`src/hdl/assert_macros.svh`:
```
`ifndef ASSERT_MACROS_SVH
`define ASSERT_MACROS_SVH

// Concurrent check helpers; define NO_ASSERTIONS to compile them away.
`ifndef NO_ASSERTIONS

`define ASSERT_IMPL(lbl, clk, rst_n, ante, cons) \
  lbl: assert property (@(posedge clk) disable iff (!rst_n) (ante) |-> (cons)) \
    else $error("same-cycle implication violated");

`define ASSERT_NEXT(lbl, clk, rst_n, ante, cons) \
  lbl: assert property (@(posedge clk) disable iff (!rst_n) (ante) |=> (cons)) \
    else $error("next-cycle implication violated");

`else

`define ASSERT_IMPL(lbl, clk, rst_n, ante, cons)
`define ASSERT_NEXT(lbl, clk, rst_n, ante, cons)

`endif

`endif

```
`src/hdl/sbad_pkg.sv`:
```
package sbad_pkg;

  localparam int unsigned AddrW    = 20;
  localparam int unsigned DataW    = 16;
  localparam int unsigned ByteW    = 8;
  localparam int unsigned SizeW    = 21;
  localparam int unsigned LimitW   = 17;
  localparam int unsigned DevNumW  = 3;
  localparam int unsigned InDataW  = 88;
  localparam int unsigned InUserW  = 3;
  localparam int unsigned OutDataW = 56;
  localparam int unsigned CfgAddrW = 3;
  localparam int unsigned CfgDataW = 32;

  localparam logic ACTION_ACCESS = 1'b0;
  localparam logic ACTION_ATTACH = 1'b1;

  // register select on paddr[2]
  localparam logic REG_RAM_LIMIT = 1'b0;

  localparam logic [LimitW-1:0] RAM_LIMIT_RESET = 17'h10000;

  typedef enum logic [1:0] {
    KIND_MEM_READ  = 2'd0,
    KIND_MEM_WRITE = 2'd1,
    KIND_IO_READ   = 2'd2,
    KIND_IO_WRITE  = 2'd3
  } access_kind_e;

  typedef struct packed {
    logic [2:0]       pad;
    logic [SizeW-1:0] region_size;
    logic [AddrW-1:0] region_base;
    logic [ByteW-1:0] device_read_byte;
    logic [DataW-1:0] write_data;
    logic [AddrW-1:0] address;
  } in_data_t;

  typedef struct packed {
    access_kind_e access_kind;
    logic         action;
  } in_user_t;

  typedef struct packed {
    logic [4:0]         pad;
    logic               attach_taken;
    logic               out_of_range;
    logic [ByteW-1:0]   device_write_byte;
    logic               device_write_strobe;
    logic [AddrW-1:0]   offset_in_device;
    logic [DevNumW-1:0] device_number;
    logic               device_hit;
    logic [DataW-1:0]   bus_data;
  } result_t;

  typedef struct packed {
    logic latch;
    logic ram_rd;
    logic commit;
    logic rd_commit;
  } ctrl_cmd_t;

  typedef struct packed {
    logic attach;
    logic ram_read;
  } dp_status_t;

endpackage

```
`src/hdl/sbad_regs.sv`:
```
module sbad_regs (
  input  logic                          clk_i,
  input  logic                          rst_ni,
  input  logic                          psel,
  input  logic                          penable,
  input  logic                          pwrite,
  input  logic [sbad_pkg::CfgAddrW-1:0] paddr,
  input  logic [sbad_pkg::CfgDataW-1:0] pwdata,
  output logic [sbad_pkg::CfgDataW-1:0] prdata,
  output logic                          pready,
  output logic [sbad_pkg::LimitW-1:0]   ram_limit_o
);
  import sbad_pkg::*;

  logic [LimitW-1:0] ram_limit_q, ram_limit_d;
  logic              sel_limit;
  logic              wr_en;

  // word-aligned decode, low address bits ignored
  assign sel_limit = (paddr[CfgAddrW-1] == REG_RAM_LIMIT);
  assign wr_en     = psel && penable && pwrite && sel_limit;
  assign pready    = 1'b1;

  always_comb begin
    ram_limit_d = ram_limit_q;
    if (wr_en) begin
      ram_limit_d = pwdata[LimitW-1:0];
    end
  end

  always_ff @(posedge clk_i or negedge rst_ni) begin
    if (!rst_ni) begin
      ram_limit_q <= RAM_LIMIT_RESET;
    end else begin
      ram_limit_q <= ram_limit_d;
    end
  end

  assign prdata      = sel_limit ? CfgDataW'(ram_limit_q) : '0;
  assign ram_limit_o = ram_limit_q;

endmodule

```
`config.mk`:
```
export PLATFORM = sky130hd
export DESIGN_NAME = sbad_regs
export DESIGN_NICKNAME = d
export VERILOG_FILES = /design/src/hdl/assert_macros.svh /design/src/hdl/sbad_pkg.sv /design/src/hdl/sbad_regs.sv
export SDC_FILE = /design/constraint.sdc
export NUM_CORES = 1
export LEC_CHECK = 0
export ABC_CLOCK_PERIOD_IN_PS = 1000
export BUFFER_PORTS_ARGS = -buffer_cell sky130_fd_sc_hd__buf_4
export CORE_AREA = 4 4 57 59
export CTS_CLUSTER_SIZE = 14
export DETAILED_ROUTE_END_ITERATION = 10
export DIE_AREA = 0 0 61 63
export GPL_ROUTABILITY_DRIVEN = 0
export PLACE_DENSITY = 0.76
export SKIP_CTS_REPAIR_TIMING = 1
export SYNTH_ARGS = -nofsm -noshare
export SYNTH_HDL_FRONTEND = slang
export SYNTH_SLANG_ARGS = --single-unit
```
`constraint.sdc`:
```
create_clock -name clk_i -period 1 [get_ports clk_i]
set_clock_uncertainty 0.15 [all_clocks]
set_input_delay 0.1 -clock clk_i [delete_from_list [all_inputs] [get_ports clk_i]]
set_output_delay 0.1 -clock clk_i [all_outputs]
set_load 0.05 [all_outputs]
```
After elaboration in Yosys (flattened, before gate mapping)
Index checks and enable logic that the tools add are counted.
Storage, ports and cells
  bits in registers: 17
  input bits: 40
  output and inout bits: 50
  word-level logic and storage cells: 6
Cells by class
  muxes and demuxes: 1
  bitwise operators: 1
  reduce and logical (&&, ||, !) cells: 3
Operators with widths (number)
  two-way mux 17 bit: 1
  logical AND 1 bit: 3
  inverter 1 bit: 1

Logic depth before layout (Yosys ltp)
  word-level depth: 3
  gate-level depth with buffers: 3
  depth with buffers taken out: 2

Worst setup path before layout
No wires, ideal clock.
  path type: register -> output
  from: register ram_limit_q[10] (netlist: ram_limit_o[10])
  to: output port prdata[10] (netlist name)
  data arrival time: 1.404 ns
  required time: 0.750 ns
  slack: -0.654 ns
  cell stages (with the launch flop): 2
  path buffers: 0
  cell sequence: dfrtp_1 -> nor2b_1
Between the ends
  longest elaborated chain between the ends: 1
RTL lines
  from (decl): line sbad_regs.sv:15  | logic [LimitW-1:0] ram_limit_q, ram_limit_d;
  from (signal assigned): line sbad_regs.sv:35  | ram_limit_q <= ram_limit_d;
  two-way mux 17 bit: line sbad_regs.sv:39  | assign prdata = sel_limit ? CfgDataW'(ram_limit_q) : '0;
  to (decl): line sbad_regs.sv:9  | output logic [sbad_pkg::CfgDataW-1:0] prdata,
Every way passes these cells.

Worst setup path in the final report
  from: register ram_limit_q[16] (netlist: ram_limit_o[16])
  to: output port prdata[16] (netlist name)
Same word-level chain as after synthesis.

==> summary.md <==
| Metric | Value |
|---|---|
| Status | complete, but fails checks |
| Failing checks | setup timing |
| Total wire length | between 2000 and 3000 um |
| CP max-delay cell | dfstp_2 |
| Clock Sinks | 17 |
| H-tree levels | 1 |
| Hold Slack | between 0.06 and 0.07 ns |
| Final Hold Viols | 0 |
| Fin nets | a little under 200 |
| DP HPWL | roughly 1900 um |
| Clock Latency Late Sink | approximately 0.28 ns |
| Area leader, netlist | dfrtp_1 |
| Reg clk slew, reported paths | approximately 0.10 ns |
| Yosys reg bits | 17 |
| Most frequent cells in the layout | buf_6 (32), buf_4 (26), dlygate4sd3_1 (18) |
| First-pass GRT wire length | about 3700 um |
| Crit path DAT | 1.14 ns |
| DRC violations left | 0 |
| Register area share after synthesis | a little under half |
| All-layer global routing usage | around 13% |
| Largest net degree at the start of global routing | 18 |
| Area growth from synthesis to layout | 109% |
| Die H | approximately 63 um |
| Overflow left after global routing | 0 |
| Setup CP Type | flip-flop to output port |
| Worst setup SP type | flip-flop |
| Worst-path cell chain | and2b_4 -> buf_8 |
| Critical Path Fanout Max | 3 |
| Routed Antenna Nets | 0 |
| Static Leak | around 1.0 nW |
| Setup tns final | -7.58 ns |
| PwrDens | approximately 1900 nW/um^2 |
| TritonCTS Buffers | 3 |
| Core Box Area | about 2700 um^2 |
| DIE WIDTH | 61 um |
| Post-Syn Instances | ~70 |
| Syn Area/Cell | between 10 and 15 um^2 |
| Hold crit path type | input pin to async pin |
| Synth cell types | 11 |
| FP Rows | 19 |
| F_max | approximately 700 MHz |
| Final worst path period need | around 1.4 ns |
| Ant diodes | 0 |
| Initial antenna violation count | 0 |
| DR pass1 iterations | 2 |
| Deepest clock path buffer count | 2 |
| Ports | 90 |
| Setup-failing EPs final | between 40 and 50 |
| Routed vias | slightly above 800 |
| Root Buffer Master | clkbuf_4 |
| Share of cells above drive strength 1 | between 70% and 80% |
| IO buf count | between 50 and 60 |
| Number of global-route vias before repair | about 770 |
| Initial DRC Count | 11 |
| Synth top area cells | dfrtp_1 (43%), mux2_4 (16%), buf_4 (13%) |
| Via/cell ratio | about 4.3 |
| FILL cells | between 150 and 200 |
| Initial Util | between 30% and 40% |
| Slew Limit Fails | 0 |
| Max-capacitance violation count | 0 |
| Final setup margin | -0.390 ns |
| VDD IR-drop max | between 1.5 and 2 mV |
| Required time of the critical path | ~0.75 ns |
| Crit. End Element | output port |
| Post-DR wirelength/cell | 15.7 um |
| CTS tree | yes |
| Final worst path period share | 139% |
| Die Area | a little under 4000 um^2 |
| Critical Path Max Stage Delay | ~0.56 ns |
| Cell area after synthesis | 937 um^2 |
| Top-area cell type share of the netlist area | 42.7% |
| Yosys warns | 0 |
| RSZ-0062 raised after global routing | yes |
| Max reg flops | 17 |
| Most common cell after layout, fill and taps aside | buf_6 |
layer usage:
layer  share of wire (%)  track usage (%)  routed length [um]  vias to the layer above
met2                  57             22.6                1710                       43
met1                  33             13.8                 987                      388
li1                    -                -                   -                      373
met4                 2.7             4.07                  81                        0
met3                 6.5             2.89                 192                        6
met5                   0                0                   0                        -
worst max-delay path: cells and delay by family, from the launching register on:
kind | cells | cell delay [ns]
flops | 1 | 0.56
simple gates | 1 | 0.16
buf+inv | 1 | 0.14
cell usage after synthesis, drive strengths merged:
library cell	number
conb	2
mux2	17
clkbuf	1
and2b	7
nand4b	1
nor2b	10
dfrtp	16
buf	17
dfstp	1
power breakdown:
| group | switching [W] | leakage (nW) | internal, W | total (W) |
|---|---|---|---|---|
| Clock | 0.000209 | 0.0177 | 0.000148 | 0.000358 |
| Sequential | 0.000153 | 0.185 | 0.000874 | 0.00103 |
| Combinational | 0.00134 | 0.797 | 0.00108 | 0.00242 |
final timing paths:
path / cells after the start / from / slack, ns / end
worst max-delay path: 2 / ram_limit_o[16] / -0.39 / prdata[16]
worst min-delay path: 2 / rst_ni / 0.07 / ram_limit_o[8]
worst max register to register: 3 / ram_limit_o[0] / -0.15 / ram_limit_o[0]
worst min register to register: 1 / ram_limit_o[12] / 0.41 / ram_limit_o[12]
max in group asynchronous: 2 / rst_ni / 0.38 / ram_limit_o[16]
min in group clk_i: 4 / penable / 0.20 / ram_limit_o[15]
per-stage QoR:
step	instance area [um^2]	setup slack, ns	util (%)	total power (W)	std cells
after floorplan	1130	-0.226	-	0.00248	86
after global placement	1520	-0.154	56.2	0.00297	160
after detailed placement	1520	-0.179	56.2	0.00300	160
after CTS	1550	-0.427	57.2	0.00337	164
after global routing	1960	-0.426	72.2	0.00396	189
final	1960	-0.390	72.2	0.00380	189
cells by family (layout without fill, tap and decap cells):
logic type    after synthesis  count (layout)  synth area share [%]
simple gates               18              18                  14.8
buf+inv                    18              90                  14.4
other cells                 2              16                 0.801
mux                        17              17                  24.4
flops                      17              17                  45.5
layout make-up:
type | count | area [um^2] | share of cell area [%]
Clock inverter | 1 | 5.00 | 0.256
Clock buffer | 3 | 22.5 | 1.15
Sequential cell | 17 | 447 | 22.8
Multi-Input combinational cell | 51 | 543 | 27.7
Tap cell | 31 | 38.8 | 1.98
Timing Repair Buffer | 86 | 901 | 46.0
Note: power is estimated with default switching activity, not from simulation.
