[src/hdl/assert_macros.svh]
`ifndef ASSERT_MACROS_SVH
`define ASSERT_MACROS_SVH

// Concurrent check helpers; define NO_ASSERTIONS to compile them away.
`ifndef NO_ASSERTIONS

`define ASSERT_IMPL(lbl, clk, rst_n, ante, cons) \
  lbl: assert property (@(posedge clk) disable iff (!rst_n) (ante) |-> (cons)) \
    else $error("same-cycle implication violated");

`define ASSERT_NEXT(lbl, clk, rst_n, ante, cons) \
  lbl: assert property (@(posedge clk) disable iff (!rst_n) (ante) |=> (cons)) \
    else $error("next-cycle implication violated");

`else

`define ASSERT_IMPL(lbl, clk, rst_n, ante, cons)
`define ASSERT_NEXT(lbl, clk, rst_n, ante, cons)

`endif

`endif

[src/hdl/sbad_pkg.sv]
package sbad_pkg;

  localparam int unsigned AddrW    = 20;
  localparam int unsigned DataW    = 16;
  localparam int unsigned ByteW    = 8;
  localparam int unsigned SizeW    = 21;
  localparam int unsigned LimitW   = 17;
  localparam int unsigned DevNumW  = 3;
  localparam int unsigned InDataW  = 88;
  localparam int unsigned InUserW  = 3;
  localparam int unsigned OutDataW = 56;
  localparam int unsigned CfgAddrW = 3;
  localparam int unsigned CfgDataW = 32;

  localparam logic ACTION_ACCESS = 1'b0;
  localparam logic ACTION_ATTACH = 1'b1;

  // register select on paddr[2]
  localparam logic REG_RAM_LIMIT = 1'b0;

  localparam logic [LimitW-1:0] RAM_LIMIT_RESET = 17'h10000;

  typedef enum logic [1:0] {
    KIND_MEM_READ  = 2'd0,
    KIND_MEM_WRITE = 2'd1,
    KIND_IO_READ   = 2'd2,
    KIND_IO_WRITE  = 2'd3
  } access_kind_e;

  typedef struct packed {
    logic [2:0]       pad;
    logic [SizeW-1:0] region_size;
    logic [AddrW-1:0] region_base;
    logic [ByteW-1:0] device_read_byte;
    logic [DataW-1:0] write_data;
    logic [AddrW-1:0] address;
  } in_data_t;

  typedef struct packed {
    access_kind_e access_kind;
    logic         action;
  } in_user_t;

  typedef struct packed {
    logic [4:0]         pad;
    logic               attach_taken;
    logic               out_of_range;
    logic [ByteW-1:0]   device_write_byte;
    logic               device_write_strobe;
    logic [AddrW-1:0]   offset_in_device;
    logic [DevNumW-1:0] device_number;
    logic               device_hit;
    logic [DataW-1:0]   bus_data;
  } result_t;

  typedef struct packed {
    logic latch;
    logic ram_rd;
    logic commit;
    logic rd_commit;
  } ctrl_cmd_t;

  typedef struct packed {
    logic attach;
    logic ram_read;
  } dp_status_t;

endpackage

[src/hdl/sbad_ctrl.sv]
module sbad_ctrl (
  input  logic                   clk_i,
  input  logic                   rst_ni,
  input  logic                   s_valid_i,
  output logic                   s_ready_o,
  output logic                   m_valid_o,
  input  logic                   m_ready_i,
  input  sbad_pkg::dp_status_t   status_i,
  output sbad_pkg::ctrl_cmd_t    cmd_o
);
  import sbad_pkg::*;

  localparam logic [1:0] S_IDLE   = 2'd0;
  localparam logic [1:0] S_MATCH  = 2'd1;
  localparam logic [1:0] S_DECIDE = 2'd2;
  localparam logic [1:0] S_READ   = 2'd3;

  logic [1:0] state_q, state_d;
  logic       m_valid_q, m_valid_d;
  logic       out_free;
  ctrl_cmd_t  cmd;

  // output word slot is free if empty or being drained this cycle
  assign out_free = !m_valid_q || m_ready_i;

  always_comb begin
    state_d = state_q;
    cmd     = '0;
    case (state_q)
      S_IDLE: begin
        if (s_valid_i) begin
          cmd.latch = 1'b1;
          state_d   = S_MATCH;
        end
      end
      S_MATCH: begin
        state_d = S_DECIDE;
      end
      S_DECIDE: begin
        if (status_i.ram_read) begin
          cmd.ram_rd = 1'b1;
          state_d    = S_READ;
        end else if (out_free) begin
          cmd.commit = 1'b1;
          state_d    = S_IDLE;
        end
      end
      S_READ: begin
        if (out_free) begin
          cmd.rd_commit = 1'b1;
          state_d       = S_IDLE;
        end
      end
      default: begin
        state_d = S_IDLE;
      end
    endcase
  end

  always_comb begin
    if (cmd.commit || cmd.rd_commit) begin
      m_valid_d = 1'b1;
    end else if (m_ready_i) begin
      m_valid_d = 1'b0;
    end else begin
      m_valid_d = m_valid_q;
    end
  end

  always_ff @(posedge clk_i or negedge rst_ni) begin
    if (!rst_ni) begin
      state_q   <= S_IDLE;
      m_valid_q <= 1'b0;
    end else begin
      state_q   <= state_d;
      m_valid_q <= m_valid_d;
    end
  end

  assign s_ready_o = (state_q == S_IDLE);
  assign m_valid_o = m_valid_q;
  assign cmd_o     = cmd;

endmodule

[config.mk]
export PLATFORM = sky130hd
export DESIGN_NAME = sbad_ctrl
export DESIGN_NICKNAME = d
export VERILOG_FILES = /design/src/hdl/assert_macros.svh /design/src/hdl/sbad_pkg.sv /design/src/hdl/sbad_ctrl.sv
export SDC_FILE = /design/constraint.sdc
export NUM_CORES = 1
export LEC_CHECK = 0
export BUFFER_PORTS_ARGS = -buffer_cell sky130_fd_sc_hd__buf_2
export CORE_AREA = 5 5 42 44
export CTS_BUF_LIST = sky130_fd_sc_hd__clkbuf_8
export DETAILED_ROUTE_END_ITERATION = 16
export DIE_AREA = 0 0 47 49
export HOLD_SLACK_MARGIN = 0.03
export PLACE_DENSITY_LB_ADDON = 0.25
export SLEW_MARGIN = 20
export SYNTH_ARGS = -nofsm -noshare
export SYNTH_HDL_FRONTEND = slang
export SYNTH_SLANG_ARGS = --single-unit
[constraint.sdc]
create_clock -name clk_i -period 1.3 [get_ports clk_i]
set_input_delay 0.13 -clock clk_i [delete_from_list [all_inputs] [get_ports clk_i]]
set_output_delay 0.13 -clock clk_i [all_outputs]
set_load 0.005 [all_outputs]
## Word-level counts from Yosys, hierarchy flattened

Index checks and enable logic that the tools add are counted.

| word-level totals | value |
|---|---|
| register bits after elaboration | 3 |
| latch bits | 0 |
| memory bits (writable) | 0 |
| bits in read-only memories | 0 |
| bits of input ports | 6 |
| output and inout bits | 6 |
| logic and storage cells | 24 |
| memories | 0 |

| cells by class | value |
|---|---|
| add/subtract/negate cells | 0 |
| multiply operators | 0 |
| divide/modulo/power cells | 0 |
| $lt $le $gt $ge | 0 |
| eq/ne operators | 4 |
| shifts and indexed selects | 0 |
| multiplexer cells | 13 |
| bitwise gates (word level) | 0 |
| reduce and logical (&&, ||, !) cells | 5 |

Operator list:

| kind | number |
|---|---|
| $mux W1 | 8 |
| $mux W2 | 4 |
| $pmux W2 S4 | 1 |
| $eq A2 B2 Y1 const B | 2 |
| $eq A2 B1 Y1 const B | 1 |
| $logic_not A2 Y1 | 1 |
| $logic_or A1 B1 Y1 | 2 |
| $ne A2 B2 Y1 const B | 1 |
| $reduce_bool A2 Y1 | 1 |
| $logic_not A1 Y1 | 1 |

## Logic depth before layout (Yosys ltp)

Gate-level depths: netlist of the first run.

| depth | value |
|---|---|
| depth in word-level cells | 7 |
| mapped depth | 2 |
| mapped depth without buffers | 2 |

## Worst setup path after synthesis of the first run

OpenSTA, ideal clock, no wires.

| timing path | value |
|---|---|
| kind | register to output |
| start point | reg state_q[1] |
| end point | out cmd_o[3] in the netlist's numbering |
| arrival time | 0.745 ns |
| required time | 1.170 ns |
| path slack | 0.425 ns |
| cell stages (with the launch flop) | 3 |
| buffers on the path | 0 |
| cell sequence | dfrtp_1 -> nor2_1 -> and2_1 |

RTL lines:

| element | line | source |
|---|---|---|
| start: declaration | sbad_ctrl.sv:18 | `logic [1:0] state_q, state_d;` |
| start signal: assignment | sbad_ctrl.sv:75 | `state_q <= state_d;` |
| end: declaration | sbad_ctrl.sv:9 | `output sbad_pkg::ctrl_cmd_t cmd_o` |

==> results.ini, run 1 <==
[global_routing]
grt_pass1_vias = 173
grt_util_all_layers = 0.0459
grt-ovfl-total = 0
grt_max_degree = 8
grt_first_pass_wirelength_um = 683
antenna_found_initial = 0

[sta]
post-route-min-period_ns = 1.17
rsz0062_at_grt = no
tightest_slew_ns = 0.218
finalSetupViolCount = 0
slew_headroom = 0.855
drv_slew = 0
tns_ns = 0
hold_violations = 0
period_share = 0.898
max_freq_mhz = 856
fin_skew_ns = 0.00160

[clock_network]
cts_buffers = 3
worst_skew_pair.late_latency_ns = 0.21
cts_tree = done
path_clk_slew_ns = 0.03
clock_sinks = 3
clock_path_buffers = 2
post_cts_buffers = 0
cts_max_level = 1
cts-root-buf = clkbuf_8

[routing]
wl_per_cell_um = 9.28
ant_nets = 0
routed-via-count = 165
dr.pass1.iters = 4
drtIter0Drc = 2
wl_um = 427
drt-vias-per-instance = 3.59
drcViolationCount = 0

[die]
dieArea_um2 = 2300
coreArea_um2 = 1400
initial_core_util = 0.116
die_h_um = 49
die_w_um = 47
core.rowCount = 14
ios = 12

[job]
max_cap_violations = 0

[finish]
area_growth_pct = 78.5
final_cell_mix = buf_2 (10), clkbuf_8 (3), dfrtp_1 (3)
layout_commonest_cell = buf_2
num_antenna_cells = 0
utilization = 0.207
drive_above_1_share = 0.533
finish.net_count = 37

[setup_path]
crit_required_ns = 1.17
slowest_stage = dfrtp_1
critical_path_buf_inv_count = 1
cpPeakStageDelay_ns = 0.44
crit_chain = nor2_2 -> and2_1 -> buf_2
path_class = reg -> out
cp_top_family = flip-flops
worstPathMaxFanout = 7
crit_arrival_ns = 1.04
endpoint_kind = primary output
startpoint_type = register

[power]
cellPowerDensity_nw_per_um2 = 2380
max-vdd-ir-drop_uv = 549
leakagePower_nw = 0.151

[placement]
gp_congestion = 0.776
place.detailed.hpwl_um = 339
place.port_buffers = 10

[synth]
synth_seq_area_share = 0.462
synthCells = 15
netlist_top_cells_area = dfrtp_1 (46%), and4bb_1 (7.7%), nand2b_1 (7.7%)
yosysTopAreaCellShare = 0.462
syn_avg_cell_area_um2 = 10.8
yosysTopAreaCell = dfrtp_1
synth_nets = 21
ys_types = 12
synth_area_um2 = 163
ys_ff_latch = 3
yosys_warnings = 0

[min_path]
hold_path.class = in -> async

[run_status]
status = finished clean

## power breakdown
part           total (mW)  internal [mW]  leakage [nW]  switching [mW]
sequential          0.199          0.142        0.0356          0.0573
combinational       0.230          0.135        0.0887          0.0946
clock               0.261          0.201        0.0269          0.0604
## kinds of logic after synthesis
kind of cell / count (synthesis) / share of synthesized area
AOI/OAI and AO/OA: 3 / 0.139
DFF: 3 / 0.462
muxes: 1 / 0.0615
and+or+nand+nor: 8 / 0.338
## synth_stat cells
cell type and number:
nor2b_1 1, o22ai_1 1, a21bo_2 1, nand2b_1 2, and4bb_1 1, and2_1 1
and3b_2 1, nor2_1 1, a31oi_1 1, dfrtp_1 3, nand2_1 1, mux2i_1 1
## final cells by class
class	instances	area, um2
Clock buffer	3	41.3
Clock inverter	1	3.75
Fill cell	166	1110
Multi-Input combinational cell	12	90.1
Sequential cell	3	75.1
Tap cell	16	20.0
Timing Repair Buffer	11	60.1
## metrics by stage
stage	area (um2)	cells	hold WS (ns)	setup WS [ns]	total power, mW
2_1_floorplan	163	15	-0.166	0.425	0.321
3_3_place_gp	233	41	-0.0738	0.353	0.416
3_5_place_dp	233	41	-0.0701	0.314	0.424
4_1_cts	288	46	0.233	0.0798	0.699
5_1_grt	290	46	0.238	0.0468	0.753
6_report	290	46	0.232	0.132	0.690
## state kept, by name, indices dropped and copies added, names as in the netlist
name	count
m_valid_o	1
state_q	2
## layer usage
layer | share of wire | global-route usage | up-vias
met5 | 0 | 0 | -
met4 | 0 | 0.0553 | 0
met3 | 0.18 | 0.0332 | 0
met2 | 0.34 | 0.0430 | 11
met1 | 0.48 | 0.0553 | 70
li1 | - | - | 84
## path summary, 6_finish.rpt
path / to / depth (start not counted) / start / slack (ns)
max: cmd_o[3] / 3 / state_q[1] / 0.13
min: m_valid_o / 2 / rst_ni / 0.23
max reg2reg: m_valid_o / 2 / state_q[0] / 0.39
min reg2reg: state_q[0] / 1 / state_q[0] / 0.54
max in group asynchronous: state_q[0] / 2 / rst_ni / 0.96
min in group clk_i: state_q[1] / 3 / status_i[0] / 0.25
## timing repair
item	in CTS	in global routing
hold buffers	1	0
gates resized for setup	0	1
endpoints found under the setup margin	0	1
hold endpoints to repair	3	0
No activity file was read; power rests on OpenSTA's default activity.
==> run 2, diff against run 1 <==
ABC_AREA = 1   (was not set)
==> run 2 against run 1 <==
  * Clock power about the same
  * Sequential share of layout area down 2.4 points
  * Non-clock buffer count unchanged
==> results.ini, run 2 <==
[finish]
multiInputGateArea_um2 = 86.3  ; was 90.1 um2
drive_above_1_share = 0.357  ; was 0.533
top_register = state_q  ; unchanged
layout_commonest_cell = buf_2  ; unchanged
utilization = 0.229  ; was 0.207
final_area_um2 = 320  ; was 290 um2
largest_reg_flops = 2  ; unchanged
stdcell_count = 58  ; was 46
seq_area_um2 = 75.1  ; unchanged
final_cell_mix = buf_2 (10), inv_1 (9), nand2_1 (5)  ; was buf_2 (10), clkbuf_8 (3), dfrtp_1 (3)
num_antenna_cells = 0  ; unchanged
fillers = 162  ; was 166
finish.net_count = 49  ; was 37
area_growth_pct = 68.4  ; was 78.5%

[job]
max_cap_violations = 0  ; unchanged

[synth]
synth_mux_area_frac = 0  ; was 0.0615
async_flop_share = 1.00  ; unchanged
synth_xor_xnor_area_share = 0  ; unchanged
yosys_warnings = 0  ; unchanged
synth_seq_area_share = 0.395  ; was 0.462
yosys-top-cells-count = inv_1 (8), nand2_1 (5), nor2_1 (4), dfrtp_1 (3), o21ai_0 (2)  ; was dfrtp_1 (3), nand2b_1 (2)
yosysMostFrequentCell = inv_1  ; was dfrtp_1
synth_area_um2 = 190  ; was 163 um2
synth-adder-area-share = 0  ; unchanged
yosysTopAreaCellShare = 0.395  ; was 0.462
synthCells = 27  ; was 15
synth-main-ff-cell = dfrtp_1  ; unchanged
syn_avg_cell_area_um2 = 7.04  ; was 10.8 um2
ys_ff_latch = 3  ; unchanged
synth_simple_gate_area_frac = 0.309  ; was 0.338
synth_top_family_by_area = simple AND/OR/NAND/NOR gates  ; unchanged
ys_types = 10  ; was 12
synth_edf_count = 0  ; unchanged
netlist_top_cells_area = dfrtp_1 (39%), inv_1 (16%), nor2_8 (11%)  ; was dfrtp_1 (46%), and4bb_1 (7.7%), nand2b_1 (7.7%)
synth-compound-area-share = 0.118  ; was 0.138
yosysTopAreaCell = dfrtp_1  ; unchanged
synth_nets = 33  ; was 21

[placement]
placed_area_um2 = 260  ; was 233 um2
gp_congestion = 0.652  ; was 0.776
place_ws_ns = 0.292  ; was 0.314 ns
place.port_buffers = 10  ; unchanged
place_inst = 53  ; was 41
place.detailed.hpwl_um = 365  ; was 339 um

[power]
seqPwrFrac = 0.236  ; was 0.288
max-vdd-ir-drop_uv = 945  ; was 549 uV
leakagePower_nw = 0.194  ; was 0.151 nW
combPwrFrac = 0.420  ; was 0.333
p_int_mw = 0.473  ; was 0.478 mW
totalPowerFinal_mw = 0.753  ; was 0.690 mW
clkPwrFrac = 0.345  ; was 0.379
cellPowerDensity_nw_per_um2 = 2350  ; was 2380 nW/um2
netSwitchingFraction = 0.372  ; was 0.308
p_sw_mw = 0.280  ; was 0.212 mW

[run_status]
status = finished clean  ; unchanged

[routing]
wl_per_cell_um = 8.36  ; was 9.28 um
ant_nets = 0  ; unchanged
drtIter0Drc = 4  ; was 2
wl_um = 485  ; was 427 um
drcViolationCount = 0  ; unchanged
dr.pass1.iters = 3  ; was 4
drt-vias-per-instance = 3.52  ; was 3.59
routed-via-count = 204  ; was 165

[clock_network]
cts_tree = done  ; unchanged
path_clk_slew_ns = 0.03  ; about the same
cts_max_level = 1  ; unchanged
clock_sinks = 3  ; unchanged
cts_buffers = 3  ; unchanged
worst_skew_pair.late_latency_ns = 0.21  ; about the same
cts-root-buf = clkbuf_8  ; unchanged
post_cts_buffers = 0  ; unchanged
clock_path_buffers = 2  ; unchanged

[setup_path]
crit_required_ns = 1.17  ; about the same
slowest_stage = dfrtp_1  ; unchanged
crit_arrival_ns = 1.07  ; was 1.04 ns
worstPathMaxFanout = 3  ; was 7
rrSetupSlack_ns = 0.42  ; was 0.39 ns
cp_top_family = flip-flops  ; unchanged
endpoint_kind = primary output  ; unchanged
startpoint_type = register  ; unchanged
crit_chain = inv_1 -> nand2_1 -> nor3_2 -> buf_2  ; was nor2_2 -> and2_1 -> buf_2
path_class = reg -> out  ; unchanged
critical_path_buf_inv_count = 2  ; was 1
cpPeakStageDelay_ns = 0.38  ; was 0.44 ns

[die]
dieArea_um2 = 2300  ; unchanged
core.rowCount = 14  ; unchanged
coreArea_um2 = 1400  ; unchanged
ios = 12  ; unchanged
die_w_um = 47  ; unchanged
die_h_um = 49  ; unchanged
initial_core_util = 0.136  ; was 0.116

[sta]
post-route-min-period_ns = 1.20  ; was 1.17 ns
max_freq_mhz = 832  ; was 856 MHz
hold_violations = 0  ; unchanged
tightest_slew_ns = 0.159  ; was 0.218 ns
finalSetupViolCount = 0  ; unchanged
hold_ws_ns = 0.197  ; was 0.232 ns
tns_ns = 0  ; unchanged
fin_skew_ns = 0.00282  ; was 0.00160 ns
period_share = 0.925  ; was 0.898
drv_slew = 0  ; unchanged
worst_slack_ns = 0.0979  ; was 0.132 ns
slew_headroom = 0.894  ; was 0.855
rsz0062_at_grt = no  ; unchanged

[global_routing]
antenna_found_initial = 0  ; unchanged
grt_pass1_vias = 184  ; was 173
grt-ovfl-total = 0  ; unchanged
grt_first_pass_wirelength_um = 752  ; was 683 um
grt_max_degree = 6  ; was 8
grt_util_all_layers = 0.0515  ; was 0.0459

[min_path]
hold_path.class = in -> reg  ; was in -> async

==> run 2: cell types whose count changed after synthesis, moves of 2 or more <==
cell / previous run / this run
nand2_1: 1 / 5
inv_1: 0 / 8
o21ai_0: 0 / 2
nor2_1: 1 / 4
nand2b_1: 2 / 0
==> run 2: layout make-up <==
cell class / count / area share
sequential: 3 / 0.234
timing repair buffer: 11 / 0.188
tap: 16 / 0.0625
multi-input combinational: 15 / 0.270
clock buffer: 3 / 0.129
clock inverter: 1 / 0.0117
inverter: 9 / 0.105
==> run 2: worst reg2reg max path, cell delays in order (launching register included) <==
cell	delay, ns
dfrtp_1	0.36
inv_1	0.14
nor2_8	0.05
o21ai_0	0.14
nand2_1	0.07
==> run 2: path summary, 6_finish.rpt <==
kind	start	end	cells after the start
max	state_q[0]	cmd_o[1]	4
min	status_i[0]	m_valid_o	2
max reg2reg	m_valid_o	state_q[1]	4
min reg2reg	state_q[0]	m_valid_o	2
max in group asynchronous	rst_ni	state_q[1]	2
min in group asynchronous	rst_ni	m_valid_o	2
==> run 2: layer usage <==
| metal | vias up | wire length (um) | GRT usage |
|---|---|---|---|
| li1 | 109 | - | - |
| met1 | 82 | 197 | 0.0597 |
| met2 | 11 | 191 | 0.0520 |
| met3 | 2 | 74 | 0.0517 |
| met4 | 0 | 22 | 0.0415 |
| met5 | - | 0 | 0 |
==> run 2: cell families after synthesis <==
group | Yosys count
simple gates | 11
buf+inv | 9
compound gates | 4
flops | 3
==> run 2: power by group through the flow <==
stage | sequential [mW] | combinational, mW | clock [mW]
floorplan | 0.175 | 0.199 | 0
global route | 0.185 | 0.374 | 0.281
global placement | 0.179 | 0.310 | 0
detailed placement | 0.179 | 0.308 | 0
CTS | 0.179 | 0.313 | 0.269
finish | 0.177 | 0.316 | 0.259
==> run 2: repair_timing <==
| item | CTS | global route |
|---|---|---|
| hold endpoints to repair | 3 | 0 |
| hold buffers | 1 | 0 |
| setup endpoints to repair | 0 | 1 |
| gates resized for setup | 0 | 1 |
==> run 3, diff against run 2 <==
CTS_BUF_LIST = sky130_fd_sc_hd__clkbuf_4   (was sky130_fd_sc_hd__clkbuf_8)
PLACE_DENSITY = 0.45   (was not set)
PLACE_DENSITY_LB_ADDON = not set   (was 0.25)
==> run 3 against run 2 <==
  * Largest power group unchanged
  * Largest cell class unchanged
  * Sequential cell count unchanged
  * Non-clock buffer count did not move
  * Via count is 2.5% lower
  * Utilization shrank 1.4 points
  * Design area is 6.2% lower
  * Combinational power decreased by 3%
==> results.ini, run 3 (synthesis gave the netlist of run 2 again) <==
[clock_network]
cts-root-buf = clkbuf_4  ; was clkbuf_8
worst_skew_pair.late_latency_ns = 0.24  ; was 0.21 ns
clock_path_buffers = 2  ; unchanged
path_clk_slew_ns = 0.04  ; was 0.03 ns
cts_tree = done  ; unchanged
cts-resized-gates = 0  ; unchanged
post_cts_buffers = 0  ; unchanged
clock_sinks = 3  ; unchanged
ctsHoldBuffers = 1  ; unchanged
cts_buffers = 3  ; unchanged
cts_max_level = 1  ; unchanged

[die]
initial_core_util = 0.136  ; unchanged
ios = 12  ; unchanged
die_h_um = 49  ; unchanged
core.rowCount = 14  ; unchanged
die_w_um = 47  ; unchanged
coreArea_um2 = 1400  ; unchanged
dieArea_um2 = 2300  ; unchanged

[routing]
ant_nets = 0  ; unchanged
wl_um = 454  ; was 485 um
routed-via-count = 199  ; was 204
dr.pass1.iters = 4  ; was 3
wl_per_cell_um = 7.83  ; was 8.36 um
drcViolationCount = 0  ; unchanged
drtIter0Drc = 2  ; was 4
drt-vias-per-instance = 3.43  ; was 3.52

[sta]
tightest_slew_ns = 0.161  ; was 0.159 ns
fin_skew_ns = 0.00211  ; was 0.00282 ns
hold_ws_ns = 0.147  ; was 0.197 ns
drv_slew = 0  ; unchanged
slew_headroom = 0.892  ; was 0.894
rsz0062_at_grt = no  ; unchanged
finalSetupViolCount = 0  ; unchanged
post-route-min-period_ns = 1.21  ; was 1.20 ns
period_share = 0.931  ; was 0.925
tns_ns = 0  ; unchanged
hold_violations = 0  ; unchanged
max_freq_mhz = 827  ; was 832 MHz

[finish]
finish.net_count = 49  ; unchanged
final_cell_mix = buf_2 (10), inv_1 (8), nand2_1 (5)  ; was buf_2 (10), inv_1 (9), nand2_1 (5)
drive_above_1_share = 0.357  ; unchanged
num_antenna_cells = 0  ; unchanged
stdcell_count = 58  ; unchanged
largest_reg_flops = 2  ; unchanged
top_register = state_q  ; unchanged
fillers = 160  ; was 162
area_growth_pct = 57.9  ; was 68.4%
layout_commonest_cell = buf_2  ; unchanged
final_area_um2 = 300  ; was 320 um2

[setup_path]
rrSetupSlack_ns = 0.41  ; was 0.42 ns
crit_required_ns = 1.17  ; about the same
r2r_cells = 4  ; unchanged
rr_startpoint = m_valid_o  ; unchanged
endpoint_kind = primary output  ; unchanged
worstPathMaxFanout = 3  ; unchanged
startpoint_type = register  ; unchanged
r2r_end = state_q[1]  ; unchanged
path_class = reg -> out  ; unchanged
crit_arrival_ns = 1.08  ; was 1.07 ns

[global_routing]
antenna_found_initial = 0  ; unchanged
grt-ovfl-total = 0  ; unchanged
grt_util_all_layers = 0.0586  ; was 0.0515
grt_pass1_vias = 181  ; was 184
grt_max_degree = 6  ; unchanged
grt_first_pass_wirelength_um = 779  ; was 752 um

[min_path]
hold_path.class = in -> reg  ; unchanged
hold_depth = 2  ; unchanged
hp-start = status_i[0]  ; unchanged
worstHoldEndpoint = m_valid_o  ; unchanged

[placement]
place.port_buffers = 10  ; unchanged
placed_area_um2 = 260  ; unchanged
place_inst = 53  ; unchanged
gp_congestion = 0.699  ; was 0.652

[power]
leakagePower_nw = 0.184  ; was 0.194 nW
totalPowerFinal_mw = 0.671  ; was 0.753 mW
max-vdd-ir-drop_uv = 697  ; was 945 uV
cellPowerDensity_nw_per_um2 = 2240  ; was 2350 nW/um2

[run_status]
status = finished clean  ; unchanged

[job]
max_cap_violations = 0  ; unchanged

## run 3: how the worst max path moves through the flow
| stage | startpoint | slack, ns | end |
|---|---|---|---|
| after floorplan | m_valid_o | 0.45 | state_q[1] |
| after global placement | state_q[0] | 0.35 | cmd_o[1] |
| after detailed placement | state_q[0] | 0.34 | cmd_o[1] |
| after CTS | state_q[0] | 0.08 | cmd_o[1] |
| after global routing | state_q[1] | 0.001 | cmd_o[3] |
| final | state_q[0] | 0.09 | cmd_o[1] |
## run 3: cell type report
| class | instances | area (um2) | share of cell area |
|---|---|---|---|
| tap | 16 | 20.0 | 0.0667 |
| inverter | 9 | 33.8 | 0.113 |
| multi-input combinational | 15 | 81.3 | 0.271 |
| timing repair buffer | 11 | 60.1 | 0.200 |
| clock buffer | 4 | 30.0 | 0.100 |
| sequential | 3 | 75.1 | 0.250 |
## run 3: critical path: stages, from the launching register on
cell     delay (ns)
dfrtp_1        0.38
inv_1          0.07
nand2_1        0.08
nor3_1         0.17
buf_2          0.14
## run 3: through the flow
| step | worst slack [ns] | utilization |
|---|---|---|
| global placement | 0.345 | 0.186 |
| CTS | 0.0764 | 0.214 |
| finish | 0.0903 | 0.214 |
| floorplan | 0.446 | - |
| global route | 0.00126 | 0.214 |
| detailed placement | 0.338 | 0.186 |
## run 3: power by group
| group | switching [mW] | internal, mW |
|---|---|---|
| clock network | 0.0530 | 0.136 |
| registers | 0.0335 | 0.143 |
| logic | 0.179 | 0.127 |
| total | 0.265 | 0.406 |
## run 3: metal layers
metal,global-route usage,up-vias,share of wire
met4,0.0691,0,0
li1,-,107,-
met5,0,-,0
met2,0.0475,9,0.42
met3,0.0664,0,0.13
met1,0.0642,83,0.45
